===== src/rtl/core/assert_macros.svh =====
// Assertion macros shared by the escape-time pixel RTL.
// Depends on a clock named clk and an active-low reset named arst_n in the including scope.
`ifndef ASSERT_MACROS_SVH
`define ASSERT_MACROS_SVH

// Property must hold at every rising clock edge outside reset.
`define ASSERT_CLK(label, prop, msg) \
	label: assert property (@(posedge clk) disable iff (!arst_n) (prop)) else $error(msg);

// Condition must never be seen at a rising clock edge outside reset.
`define ASSERT_NEVER(label, cond, msg) \
	label: assert property (@(posedge clk) disable iff (!arst_n) !(cond)) else $error(msg);

`endif


===== src/rtl/core/mbet_pkg.sv =====
// Shared types, constants and functions of the escape-time pixel unit.
// No dependencies; used by mbet_seq and mandelbrot_escape_time_pixel.
`timescale 1ns / 1ps

package mbet_pkg;

	localparam int MAX_ITER_DEF = 42;
	localparam int FRAC_BITS    = 27;
	localparam int SQ_W         = 36;
	localparam int SUM_W        = 44;
	localparam logic [SQ_W:0] ESC_LIMIT = (SQ_W+1)'(4) << FRAC_BITS;

	typedef enum logic [1:0] {
		REG_ORIGIN_RE = 2'd0,
		REG_ORIGIN_IM = 2'd1,
		REG_STEP_RE   = 2'd2,
		REG_STEP_IM   = 2'd3
	} cfg_reg_t;

	typedef enum logic [3:0] {
		ST_WAIT, ST_CRE, ST_CIM, ST_CIM_LD, ST_SQR, ST_SQI, ST_XRI, ST_TEST, ST_EMIT
	} step_t;

	typedef enum logic [2:0] {
		MUL_COL, MUL_ROW, MUL_RR, MUL_II, MUL_RI
	} mul_sel_t;

	typedef enum logic [1:0] {
		SEQ_NEXT, SEQ_WAIT_IN, SEQ_LOOP, SEQ_EMIT
	} seq_op_t;

	typedef struct packed {
		mul_sel_t mul_sel;
		logic     ld_cre;
		logic     ld_cim;
		logic     ld_sr;
		logic     ld_si;
		seq_op_t  seq;
		step_t    nxt;
		step_t    jmp;
	} ctrl_word_t;

	typedef struct packed {
		logic in_valid;
		logic exit_now;
		logic out_free;
	} stat_t;

	typedef struct packed {
		ctrl_word_t cw;
		logic       take_in;
		logic       step_z;
		logic       emit;
		logic       in_ready;
	} seq_out_t;

	// Microprogram. The imaginary coordinate is loaded once, before the loop.
	// The loop body is SQR, SQI, XRI, TEST; TEST either advances z and jumps
	// back to SQR or leaves for EMIT.
	function automatic ctrl_word_t ucode(step_t pc);
		ctrl_word_t w;
		w = '{mul_sel: MUL_RR, ld_cre: 1'b0, ld_cim: 1'b0, ld_sr: 1'b0, ld_si: 1'b0,
			seq: SEQ_NEXT, nxt: ST_WAIT, jmp: ST_WAIT};
		unique case (pc)
			ST_WAIT: begin
				w.seq = SEQ_WAIT_IN;
				w.nxt = ST_CRE;
			end
			ST_CRE: begin
				w.mul_sel = MUL_COL;
				w.nxt     = ST_CIM;
			end
			ST_CIM: begin
				w.mul_sel = MUL_ROW;
				w.ld_cre  = 1'b1;
				w.nxt     = ST_CIM_LD;
			end
			ST_CIM_LD: begin
				w.mul_sel = MUL_RR;
				w.ld_cim  = 1'b1;
				w.nxt     = ST_SQR;
			end
			ST_SQR: begin
				w.mul_sel = MUL_RR;
				w.nxt     = ST_SQI;
			end
			ST_SQI: begin
				w.mul_sel = MUL_II;
				w.ld_sr   = 1'b1;
				w.nxt     = ST_XRI;
			end
			ST_XRI: begin
				w.mul_sel = MUL_RI;
				w.ld_si   = 1'b1;
				w.nxt     = ST_TEST;
			end
			ST_TEST: begin
				w.seq = SEQ_LOOP;
				w.nxt = ST_SQR;
				w.jmp = ST_EMIT;
			end
			ST_EMIT: begin
				w.seq = SEQ_EMIT;
				w.nxt = ST_WAIT;
			end
			default: ;
		endcase
		return w;
	endfunction

	// Clip a wide signed value to the signed 32-bit range.
	function automatic logic [31:0] sat32(logic [SUM_W-1:0] v);
		logic [SUM_W-32:0] hi;
		hi = v[SUM_W-1:31];
		if (&hi || ~|hi)
			return v[31:0];
		else if (v[SUM_W-1])
			return 32'h8000_0000;
		else
			return 32'h7FFF_FFFF;
	endfunction

endpackage


===== src/rtl/core/mbet_seq.sv =====
// Microcode sequencer of the escape-time pixel unit: step counter and control ROM.
// Depends on mbet_pkg.
`timescale 1ns / 1ps

module mbet_seq (
	input  logic              clk,
	input  logic              arst_n,
	input  mbet_pkg::stat_t   stat,
	output mbet_pkg::seq_out_t ctl
);

	mbet_pkg::step_t    pc_q;
	mbet_pkg::step_t    pc_nxt;
	mbet_pkg::ctrl_word_t cw;

	always_ff @(posedge clk or negedge arst_n) begin
		if (!arst_n) begin
			pc_q <= mbet_pkg::ST_WAIT;
		end else begin
			pc_q <= pc_nxt;
		end
	end

	always_comb begin
		cw          = mbet_pkg::ucode(pc_q);
		pc_nxt      = pc_q;
		ctl.cw      = cw;
		ctl.take_in = 1'b0;
		ctl.step_z  = 1'b0;
		ctl.emit    = 1'b0;
		ctl.in_ready = (cw.seq == mbet_pkg::SEQ_WAIT_IN);
		unique case (cw.seq)
			mbet_pkg::SEQ_NEXT: begin
				pc_nxt = cw.nxt;
			end
			mbet_pkg::SEQ_WAIT_IN: begin
				if (stat.in_valid) begin
					ctl.take_in = 1'b1;
					pc_nxt      = cw.nxt;
				end
			end
			mbet_pkg::SEQ_LOOP: begin
				if (stat.exit_now) begin
					pc_nxt = cw.jmp;
				end else begin
					ctl.step_z = 1'b1;
					pc_nxt     = cw.nxt;
				end
			end
			mbet_pkg::SEQ_EMIT: begin
				if (stat.out_free) begin
					ctl.emit = 1'b1;
					pc_nxt   = cw.nxt;
				end
			end
			default: ;
		endcase
	end

endmodule


===== src/rtl/core/mandelbrot_escape_time_pixel.sv =====
// Top level of the escape-time pixel unit: ports, registers and the shared datapath.
// Depends on mbet_pkg, mbet_seq and assert_macros.svh.
`timescale 1ns / 1ps
//
// Channel   Direction  Handshake                Payload
// s_axis    in         s_axis_tvalid/tready     column, row
// m_axis    out        m_axis_tvalid/tready     escape_count, inside_res, color_class
// cfg       in         cfg_valid/cfg_ready      cfg_index, cfg_data
//
// A pixel is accepted in the WAIT step, its point coordinates are formed in the
// CRE, CIM and CIM_LD steps, each iteration (at most MAX_ITER, 42 by default)
// runs the SQR, SQI, XRI and TEST steps, and the EMIT step writes the result
// to the output register. The unit takes no new pixel until EMIT returns to
// WAIT. The pace is set by the single 32x32 multiplier, which serves three products
// per iteration plus a compare-and-update step, all sequenced by the microprogram.
// Reset is asynchronous and active low; it loads the configuration defaults.
// The output register lets the next pixel be accepted while a result waits;
// the sequencer holds in its emit step only if a second result is ready first.

`include "assert_macros.svh"

module mandelbrot_escape_time_pixel #(
	parameter int MAX_ITER = mbet_pkg::MAX_ITER_DEF
) (
	input  logic        clk,
	input  logic        arst_n,

	input  logic        s_axis_tvalid,
	output logic        s_axis_tready,
	input  logic [23:0] s_axis_tdata,   // [9:0] column, [19:10] row, [23:20] zero

	output logic        m_axis_tvalid,
	input  logic        m_axis_tready,
	output logic [15:0] m_axis_tdata,   // [7:0] escape_count, [8] inside_res,
	                                    // [11:9] color_class, [15:12] zero

	input  logic        cfg_valid,
	output logic        cfg_ready,
	input  logic [1:0]  cfg_index,      // register index, origin_re first
	input  logic [31:0] cfg_data
);

	localparam int SW = mbet_pkg::SUM_W;
	localparam int QW = mbet_pkg::SQ_W;
	localparam int FRAC_END = mbet_pkg::FRAC_BITS + QW - 1;

	// Configuration registers.
	logic [31:0] origin_re_q, origin_im_q;
	logic [30:0] step_re_q, step_im_q;

	// Datapath registers.
	logic [9:0]           col_q, row_q;
	logic signed [31:0]   cre_q, cim_q, zr_q, zi_q;
	logic signed [63:0]   prod_q;
	logic [QW-1:0]        sr_q, si_q;
	logic [7:0]           count_q;
	logic [2:0]           mod7_q;

	// Output register.
	logic                 out_valid_q;
	logic [7:0]           out_count_q;
	logic                 out_inside_q;
	logic [2:0]           out_class_q;

	mbet_pkg::stat_t      stat;
	mbet_pkg::seq_out_t   ctl;

	logic signed [31:0]   mul_a, mul_b;
	logic [QW:0]          mag_sum;
	logic                 at_limit;
	logic [SW-1:0]        cre_sum, cim_sum, zr_sum, zi_sum;
	logic [2:0]           cls;

	mbet_seq u_seq (
		.clk    (clk),
		.arst_n (arst_n),
		.stat   (stat),
		.ctl    (ctl)
	);

	assign s_axis_tready = ctl.in_ready;
	assign cfg_ready     = 1'b1;

	// Configuration writes; the user must send them only while the block is idle, the block does not enforce this.
	always_ff @(posedge clk or negedge arst_n) begin
		if (!arst_n) begin
			origin_re_q <= 32'hF000_0000;
			origin_im_q <= 32'hF000_0000;
			step_re_q   <= 31'd1048576;
			step_im_q   <= 31'd1048576;
		end else if (cfg_valid) begin
			unique case (mbet_pkg::cfg_reg_t'(cfg_index))
				mbet_pkg::REG_ORIGIN_RE: origin_re_q <= cfg_data;
				mbet_pkg::REG_ORIGIN_IM: origin_im_q <= cfg_data;
				mbet_pkg::REG_STEP_RE:   step_re_q   <= cfg_data[30:0];
				mbet_pkg::REG_STEP_IM:   step_im_q   <= cfg_data[30:0];
				default: ;
			endcase
		end
	end

	// Shared multiplier operand selection; the product is registered.
	always_comb begin
		unique case (ctl.cw.mul_sel)
			mbet_pkg::MUL_COL: begin
				mul_a = $signed({22'd0, col_q});
				mul_b = $signed({1'b0, step_re_q});
			end
			mbet_pkg::MUL_ROW: begin
				mul_a = $signed({22'd0, row_q});
				mul_b = $signed({1'b0, step_im_q});
			end
			mbet_pkg::MUL_RR: begin
				mul_a = zr_q;
				mul_b = zr_q;
			end
			mbet_pkg::MUL_II: begin
				mul_a = zi_q;
				mul_b = zi_q;
			end
			mbet_pkg::MUL_RI: begin
				mul_a = zr_q;
				mul_b = zi_q;
			end
			default: begin
				mul_a = zr_q;
				mul_b = zr_q;
			end
		endcase
	end

	// Point coordinates: origin plus the index product, clipped to Q5.27.
	assign cre_sum = {{(SW-32){origin_re_q[31]}}, origin_re_q} + prod_q[SW-1:0];
	assign cim_sum = {{(SW-32){origin_im_q[31]}}, origin_im_q} + prod_q[SW-1:0];

	// Squares are non-negative, so the floor shift is a plain part-select.
	// The escape test and the next z both work from the registered squares;
	// prod_q holds zr*zi in the test step, and bits [63:26] are its floor
	// shift by 26, which is the doubled cross term.
	assign mag_sum  = {1'b0, sr_q} + {1'b0, si_q};
	assign at_limit = (count_q >= 8'(MAX_ITER));
	assign zr_sum   = {{(SW-QW){1'b0}}, sr_q} - {{(SW-QW){1'b0}}, si_q}
		+ {{(SW-32){cre_q[31]}}, cre_q};
	assign zi_sum   = {{(SW-38){prod_q[63]}}, prod_q[63:26]}
		+ {{(SW-32){cim_q[31]}}, cim_q};

	assign stat.in_valid = s_axis_tvalid;
	assign stat.exit_now = (mag_sum > mbet_pkg::ESC_LIMIT) || at_limit;
	assign stat.out_free = !out_valid_q || m_axis_tready;

	always_ff @(posedge clk) begin
		prod_q <= mul_a * mul_b;
		if (ctl.take_in) begin
			col_q <= s_axis_tdata[9:0];
			row_q <= s_axis_tdata[19:10];
		end
		if (ctl.cw.ld_cre) cre_q <= $signed(mbet_pkg::sat32(cre_sum));
		if (ctl.cw.ld_cim) cim_q <= $signed(mbet_pkg::sat32(cim_sum));
		if (ctl.cw.ld_sr)  sr_q  <= prod_q[FRAC_END:mbet_pkg::FRAC_BITS];
		if (ctl.cw.ld_si)  si_q  <= prod_q[FRAC_END:mbet_pkg::FRAC_BITS];
		if (ctl.take_in) begin
			zr_q <= '0;
			zi_q <= '0;
		end else if (ctl.step_z) begin
			zr_q <= $signed(mbet_pkg::sat32(zr_sum));
			zi_q <= $signed(mbet_pkg::sat32(zi_sum));
		end
		if (ctl.emit) begin
			out_count_q  <= at_limit ? 8'd0 : count_q;
			out_inside_q <= at_limit;
			out_class_q  <= cls;
		end
	end

	// Iteration count and its residue mod 7, kept side by side so the
	// colour class needs no division.
	always_ff @(posedge clk or negedge arst_n) begin
		if (!arst_n) begin
			count_q <= '0;
			mod7_q  <= '0;
		end else if (ctl.take_in) begin
			count_q <= '0;
			mod7_q  <= '0;
		end else if (ctl.step_z) begin
			count_q <= count_q + 8'd1;
			mod7_q  <= (mod7_q == 3'd6) ? 3'd0 : mod7_q + 3'd1;
		end
	end

	// Colour class: 1 inside, residue plus one for residues 1 to 5, else 7.
	always_comb begin
		if (at_limit)
			cls = 3'd1;
		else if (mod7_q >= 3'd1 && mod7_q <= 3'd5)
			cls = mod7_q + 3'd1;
		else
			cls = 3'd7;
	end

	always_ff @(posedge clk or negedge arst_n) begin
		if (!arst_n) begin
			out_valid_q <= 1'b0;
		end else if (ctl.emit) begin
			out_valid_q <= 1'b1;
		end else if (m_axis_tready) begin
			out_valid_q <= 1'b0;
		end
	end

	assign m_axis_tvalid = out_valid_q;
	assign m_axis_tdata  = {4'd0, out_class_q, out_inside_q, out_count_q};

	// A result marked inside carries a zero count and the inside colour.
	`ASSERT_CLK(a_inside_fields, out_valid_q && out_inside_q |-> out_count_q == 8'd0 && out_class_q == 3'd1, "inside result with wrong fields")
	// An escaping result always has at least one iteration behind it.
	`ASSERT_CLK(a_escape_count, out_valid_q && !out_inside_q |-> out_count_q != 8'd0 && out_class_q != 3'd1, "escaping result with zero count")
	// The iteration counter never runs past the limit.
	`ASSERT_NEVER(a_count_limit, count_q > 8'(MAX_ITER), "iteration count beyond limit")
	// The residue counter stays in range and follows the count.
	`ASSERT_CLK(a_mod7_track, ctl.step_z |=> mod7_q == 3'((32'(count_q)) % 7), "mod 7 residue lost track")
	// A fresh item starts from a cleared count.
	`ASSERT_CLK(a_start_clear, ctl.take_in |=> count_q == 8'd0 && zr_q == 32'sd0, "item did not start cleared")

endmodule

===== config.mk =====
export PLATFORM = sky130hd
export DESIGN_NAME = mandelbrot_escape_time_pixel
export DESIGN_NICKNAME = d
export VERILOG_FILES = /design/src/rtl/core/mbet_pkg.sv /design/src/rtl/core/mbet_seq.sv /design/src/rtl/core/mandelbrot_escape_time_pixel.sv
export VERILOG_INCLUDE_DIRS = /design/src /design/src/rtl/core
export SDC_FILE = /design/constraint.sdc
export NUM_CORES = 2
export LEC_CHECK = 0
export BUFFER_PORTS_ARGS = -buffer_cell sky130_fd_sc_hd__buf_2
export CAP_MARGIN = 15
export CORE_UTILIZATION = 45
export CTS_BUF_LIST = sky130_fd_sc_hd__clkbuf_16
export CTS_CLUSTER_DIAMETER = 40
export CTS_CLUSTER_SIZE = 20
export DETAILED_ROUTE_END_ITERATION = 7
export GPL_TIMING_DRIVEN = 0
export PLACE_DENSITY = 0.67
export SKIP_CTS_REPAIR_TIMING = 1
export SYNTH_ARGS = -nofsm -noshare
export SYNTH_HDL_FRONTEND = slang
export SYNTH_SLANG_ARGS = --single-unit

===== constraint.sdc =====
create_clock -name clk -period 12.2 [get_ports clk]
set_clock_uncertainty 0.2 [all_clocks]
set_input_delay 1.22 -clock clk [delete_from_list [all_inputs] [get_ports clk]]
set_output_delay 1.22 -clock clk [all_outputs]
set_load 0.02 [all_outputs]

* After elaboration in Yosys (flattened, before gate mapping) *
Index checks and enable logic that the tools add are counted.

cells by class
  reductions and logical operators = 34
  add/subtract/negate cells = 8
  mux-type cells = 36
  multiply operators = 1
  order comparisons = 4
  bitwise logic cells = 1
  equality and inequality tests = 20

operators with widths
  kind                                                                    number
  32-bit 2-to-1 mux                                                       8
  32-bit one-hot mux with 3 select lines                                  2
  44-bit adder                                                            2
  32-bit by 32-bit multiplier with 64-bit output                          1
  13-bit AND reduction                                                    4
  13-bit OR reduction                                                     4
  38-bit by 32-bit adder with 39-bit output                               1
  37-bit by 32-bit adder with 38-bit output                               1
  36-bit by 36-bit adder with 37-bit output                               1
  37-bit by 30-bit > comparator with 1-bit output, second input constant  1
  36-bit by 36-bit subtractor with 37-bit output                          1
  3-bit one-hot mux with 7 select lines                                   1
  4-bit by 3-bit == test with 1-bit output, second input constant         4
  4-bit 2-to-1 mux                                                        4
  8-bit 2-to-1 mux                                                        2
  4-bit one-hot mux with 4 select lines                                   1
  1-bit 2-to-1 mux                                                        12
  3-bit 2-to-1 mux                                                        4
  3-bit one-hot mux with 4 select lines                                   1
  2-bit AND reduction                                                     5
  8-bit by 1-bit adder with 8-bit output, second input constant           1
  2-bit == test, second input constant                                    4
  4-bit by 2-bit == test with 1-bit output, second input constant         2
  8-bit by 6-bit >= comparator with 1-bit output, second input constant   1
  other kinds (20)                                                        36

word-level totals
  bits in registers = 438
  word-level logic and storage cells = 125

* Longest topological paths before layout *
  word-level depth = 7
  depth in mapped cells = 40
  depth with buffers taken out = 36

* Hierarchy *
From an unflattened synthesis, not the netlist that was laid out.

unflattened totals
  cell total of the unflattened synthesis = 6900
  area, all modules = 64299.2 µm²

modules (own cells, without submodules)
  module                        cells an instance  area an instance (µm²)  times used  seq. area each (µm²)
  mandelbrot_escape_time_pixel  6854               63906.3                 1           11073.1
  mbet_seq                      46                 392.9                   1           100.1

* Worst setup path after synthesis *
Ideal clock, no wire load.

  path type = flip-flop to flip-flop
  start = register u_seq.pc_q[0]
  end = register prod_q[63]
  setup slack = 1.594 ns
  data arrival time = 10.334 ns
  path buffers = 3
  cell stages (with the launch flop) = 31
  setup time = 0.072 ns
  cell sequence = dfrtp_1 clkbuf_1 nand2_1 or2_2 clkbuf_1 nor2_1 clkbuf_1 a22oi_1 nor2_1 fa_1 fa_1 fa_1 fa_1 fa_1 fa_1 fa_1 inv_1 fa_1 inv_1 ha_1 a21o_1 a21o_1 a21o_1 a21o_1 a21oi_1 o21ai_0 o311a_1 a2111oi_2 o31ai_1 a21oi_1 xnor2_1

on the way
  word-level cells in the longest chain between the ends = 6
  elaborated cells between the ends (all ways) = 13
  classes of those cells = mul: 1; eq/ne: 7; mux: 3; reduce/logical: 2

RTL lines
  item                                                                       RTL line                             source
  start: declaration                                                         mbet_seq.sv:12                       mbet_pkg::step_t pc_q;
  start signal: assignment                                                   mbet_seq.sv:18                       pc_q <= mbet_pkg::ST_WAIT;
  start signal: assignment                                                   mbet_seq.sv:20                       pc_q <= pc_nxt;
  4-bit by 3-bit == test with 1-bit output, or another cell as far along     mbet_pkg.sv:64                       unique case (pc)
  3-bit one-hot mux with 4 select lines *                                    mbet_pkg.sv:64
  3-bit == test or 3-bit by 2-bit == test with 1-bit output (tied branches)  mandelbrot_escape_time_pixel.sv:104  unique case (ctl.cw.mul_sel)
  2-bit OR reduction (no source line)                                        --
  32-bit one-hot mux with 3 select lines                                     mandelbrot_escape_time_pixel.sv:104
  32-bit by 32-bit multiplier with 64-bit output *                           mandelbrot_escape_time_pixel.sv:152  prod_q <= mul_a * mul_b;
  end signal: assignment                                                     mandelbrot_escape_time_pixel.sv:152
  end: declaration                                                           mandelbrot_escape_time_pixel.sv:54   logic signed [63:0] prod_q;

Mark *: on every way between the ends. The rest lies on a longest branch, timed or not.
A chain may end at the register's enable or synchronous reset.

* Final worst setup path *
  start = register u_seq.pc_q[0]
  end = register prod_q[60]

Same word-level chain as after synthesis.

==> impl_metrics.yaml <==
status:
  outcome: "complete, no violations"
cells_and_area:
  ff_latch_area_um2: 11200
  multi_input_area_um2: 47900
  drive_gt1_share_pct: 8.72
  layout.cells.non_filler: 9126
  area_delta_synth_final_pct: 9.48
  num-fill-cells: 13500
  num-nets-final: 8742
synth:
  ys_types: 100
  ys_ff_latch: 438
  synth_area_leaders: "fa_1 34%, ha_1 8.2%, edfxtp_1 7.9%, inv_1 6.5%, dfrtp_1 5.1%"
  yosysTopAreaCellShare_pct: 33.9
  synth-async-reset-ratio_pct: 32.4
  syn-instance-count: 6990
  yosysSeqAreaShare_pct: 17.4
  syn_avg_cell_area_um2: 9.19
  synth-edff-count: 168
  ys_warn_count: 0
  dominantRegCellSynth: "edfxtp_1"
  synth_commonest_cells: "1,113 x inv_1, 1,088 x fa_1, 729 x nor2_1, 722 x nand2_1, 422 x ha_1"
  syn_area_um2: 64200
  yosysTopAreaCell: "fa_1"
  yosysMostFrequentCell: "inv_1"
sta:
  relSlewSlack_pct: 10.4
  worstMarginPinSlew_ns: 1.34
  fin_setup_tns_ns: 0
  period_share_pct: 99.8
  setup_viol: 0
  fmax_mhz: 82.1
  maxSlewViolCount: 0
  hold_viol_final: 0
  fin_crit_ns: 12.17
worst_setup_path:
  cp-start-kind: "flip-flop"
  cp_num_cells: 36
  path_class: "flip-flop to flip-flop"
  path_delay_family: "adder cells"
  critical_path.max_stage_delay_ns: 0.58
  worst-r2r-cell-count: 36
  cp_common_cell: "fa_1"
  crit_path_top_delay_cell: "fa_1"
  cp_max_fo: 10
  crit_required_ns: 12.57
  arrival_ns: 12.54
  crit_buf_inv: 10
  cp-end-kind: "flip-flop"
detailed_routing:
  drtAntennaViolNets: 0
  drt-initial-drc-count: 6892
  firstDrtPassIters: 7
  route.detailed.drc: 0
  viasPerCell: 5.97
  routedWlPerCell_um: 31.0
  drt-total-wl_um: 283000
  vias: 54500
global_route:
  grt_max_degree: 82
  overflow: 0
  grt_pass1_vias: 53700
  grt_pass1_wl_um: 399000
  grt_usage_pct: 39.2
  antenna_found_initial: 45
clocking:
  cts.htree.levels: 2
  cts_num_sinks: 438
  cts_tree: "done"
  path_clk_slew_ns: 0.07
  clockRootBuffer: "clkbuf_16"
  clock_path_buffers: 3
  numCtsBuffers: 55
  clock_latency_ns: 0.68
flow_run:
  drv_cap: 0
place:
  place_congestion: 1.07
  placed_cells: 9007
  place_hpwl_um: 240000
  port_buffers: 72
die:
  core_um2: 142000
  die_width_um: 380
  die_area_um2: 144000
  rows: 138
  chipHeight_um: 380
  initial_core_util_pct: 45.3
  pin_count: 82
pwr:
  pwr-share-seq_pct: 12.9
  p_leak_nw: 32.4
  switching_power_mw: 10.8
  switching_share_pct: 60.6
  p_int_mw: 7.01
  p_comb_share_pct: 77.5
  power_density_nw_per_um2: 253
  clock_power_share_pct: 9.6
  vdd_drop_max_v: 0.000216
worst_hold_path:
  hold_path_class: "flip-flop to flip-flop"
  whs_path_depth: 1
[path summary, 6_finish.rpt]
path	startpoint	end	slack, ns
worst max-delay path	u_seq.pc_q[0]	prod_q[60]	0.03
worst min-delay path	count_q[6]	count_q[6]	0.30
worst max register to register	u_seq.pc_q[0]	prod_q[60]	0.03
worst min register to register	count_q[6]	count_q[6]	0.30
max in group asynchronous	arst_n	mod7_q[0]	10.53
min in group asynchronous	arst_n	origin_re_q[21]	0.35
[kinds of logic after synthesis]
logic type / Yosys count / synth area share (%)
buffers and inverters: 1463 / 8.66
AND/OR/NAND/NOR: 1904 / 12.8
other: 2 / 0.0117
XOR/XNOR: 249 / 3.40
flip-flops: 438 / 17.4
AO/OA/AOI/OAI: 1279 / 13.1
multiplexers: 145 / 2.51
adder cells (fa/ha/maj): 1510 / 42.1
[power by group through the flow]
stage | clock network (mW) | logic, mW | registers, mW
floorplan | 0 | 7.62 | 2.07
global placement | 0 | 12.9 | 2.31
detailed placement | 0 | 13.1 | 2.31
CTS | 1.72 | 13.2 | 2.28
global route | 1.77 | 14.5 | 2.31
finish | 1.71 | 13.8 | 2.30
[flip-flops by register name, indices dropped and copies added, names as in the netlist, 3 cells and up]
signal       count
u_seq.pc_q       4
count_q          8
zr_q            32
col_q           10
origin_re_q     32
zi_q            32
row_q           10
step_im_q       31
origin_im_q     32
sr_q            36
cim_q           32
out_class_q      3
mod7_q           3
out_count_q      8
prod_q          64
si_q            36
cre_q           32
step_re_q       31
[per-stage QoR]
| step | setup WS, ns | cell area (µm²) | hold slack (ns) | power (mW) | utilization (%) |
|---|---|---|---|---|---|
| floorplan | 1.59 | 64200 | 0.230 | 9.69 | - |
| global route | -0.0303 | 70200 | 0.316 | 18.6 | 49.6 |
| finish | 0.0263 | 70300 | 0.299 | 17.8 | 49.6 |
| global placement | -3.16 | 67000 | 0.270 | 15.2 | 47.3 |
| CTS | -1.77 | 69800 | 0.297 | 17.2 | 49.3 |
| detailed placement | -1.66 | 67800 | 0.276 | 15.4 | 47.9 |
[per-layer routing]
layer  vias to the layer above  GRT usage, %  share of wire (%)
met5                         -             0              0.049
met4                        20          15.1                4.8
met3                       599          11.3                 13
met2                      3152          54.8                 40
met1                     27700          57.0                 42
li1                      23100             -                  -
[final cells by class]
cell class                 count  share of cell area (%)
timing repair buffer         133                    1.79
sequential                   438                    15.9
multi-input combinational   5094                    68.1
antenna                       20                  0.0712
buffer                       329                    2.05
tap                         1890                    3.36
clock buffer                  56                    1.99
inverter                    1118                    5.97
clock inverter                48                   0.756
[worst register-to-register path: cells and delay by family, from the launching register on]
| family | cells | cell delay, ns |
|---|---|---|
| AO/OA/AOI/OAI | 11 | 3.20 |
| XOR/XNOR | 1 | 0.15 |
| adder cells (fa/ha/maj) | 9 | 4.30 |
| buffers and inverters | 10 | 2.50 |
| flip-flops | 1 | 0.33 |
| AND/OR/NAND/NOR | 5 | 1.38 |
[placed cells by master (no fill, tap or decap), types with 26 or more instances in the layout]
cell,netlist,layout
a21o_1,128,128
clkbuf_2,0,78
ha_1,422,422
nor3_1,57,55
nand4_1,71,71
nor2b_1,38,38
mux2_2,129,129
edfxtp_1,168,168
a31oi_1,39,39
dfxtp_1,128,128
fa_1,1088,1087
and3_1,37,37
nand2b_1,65,65
a211oi_1,38,38
and2_1,33,33
xnor2_1,165,165
nand2_1,722,721
clkbuf_16,0,56
inv_1,1113,1121
buf_2,25,103
a21oi_1,329,326
o21a_1,54,48
o21ai_0,290,283
o31ai_1,29,29
xor2_1,84,84
o21bai_1,47,47
dfrtp_1,132,132
clkbuf_1,295,194
nor2_1,729,726
o21ai_1,34,29
buf_4,10,26
nand3_1,69,69
Note: power is estimated with default switching activity, not from simulation.
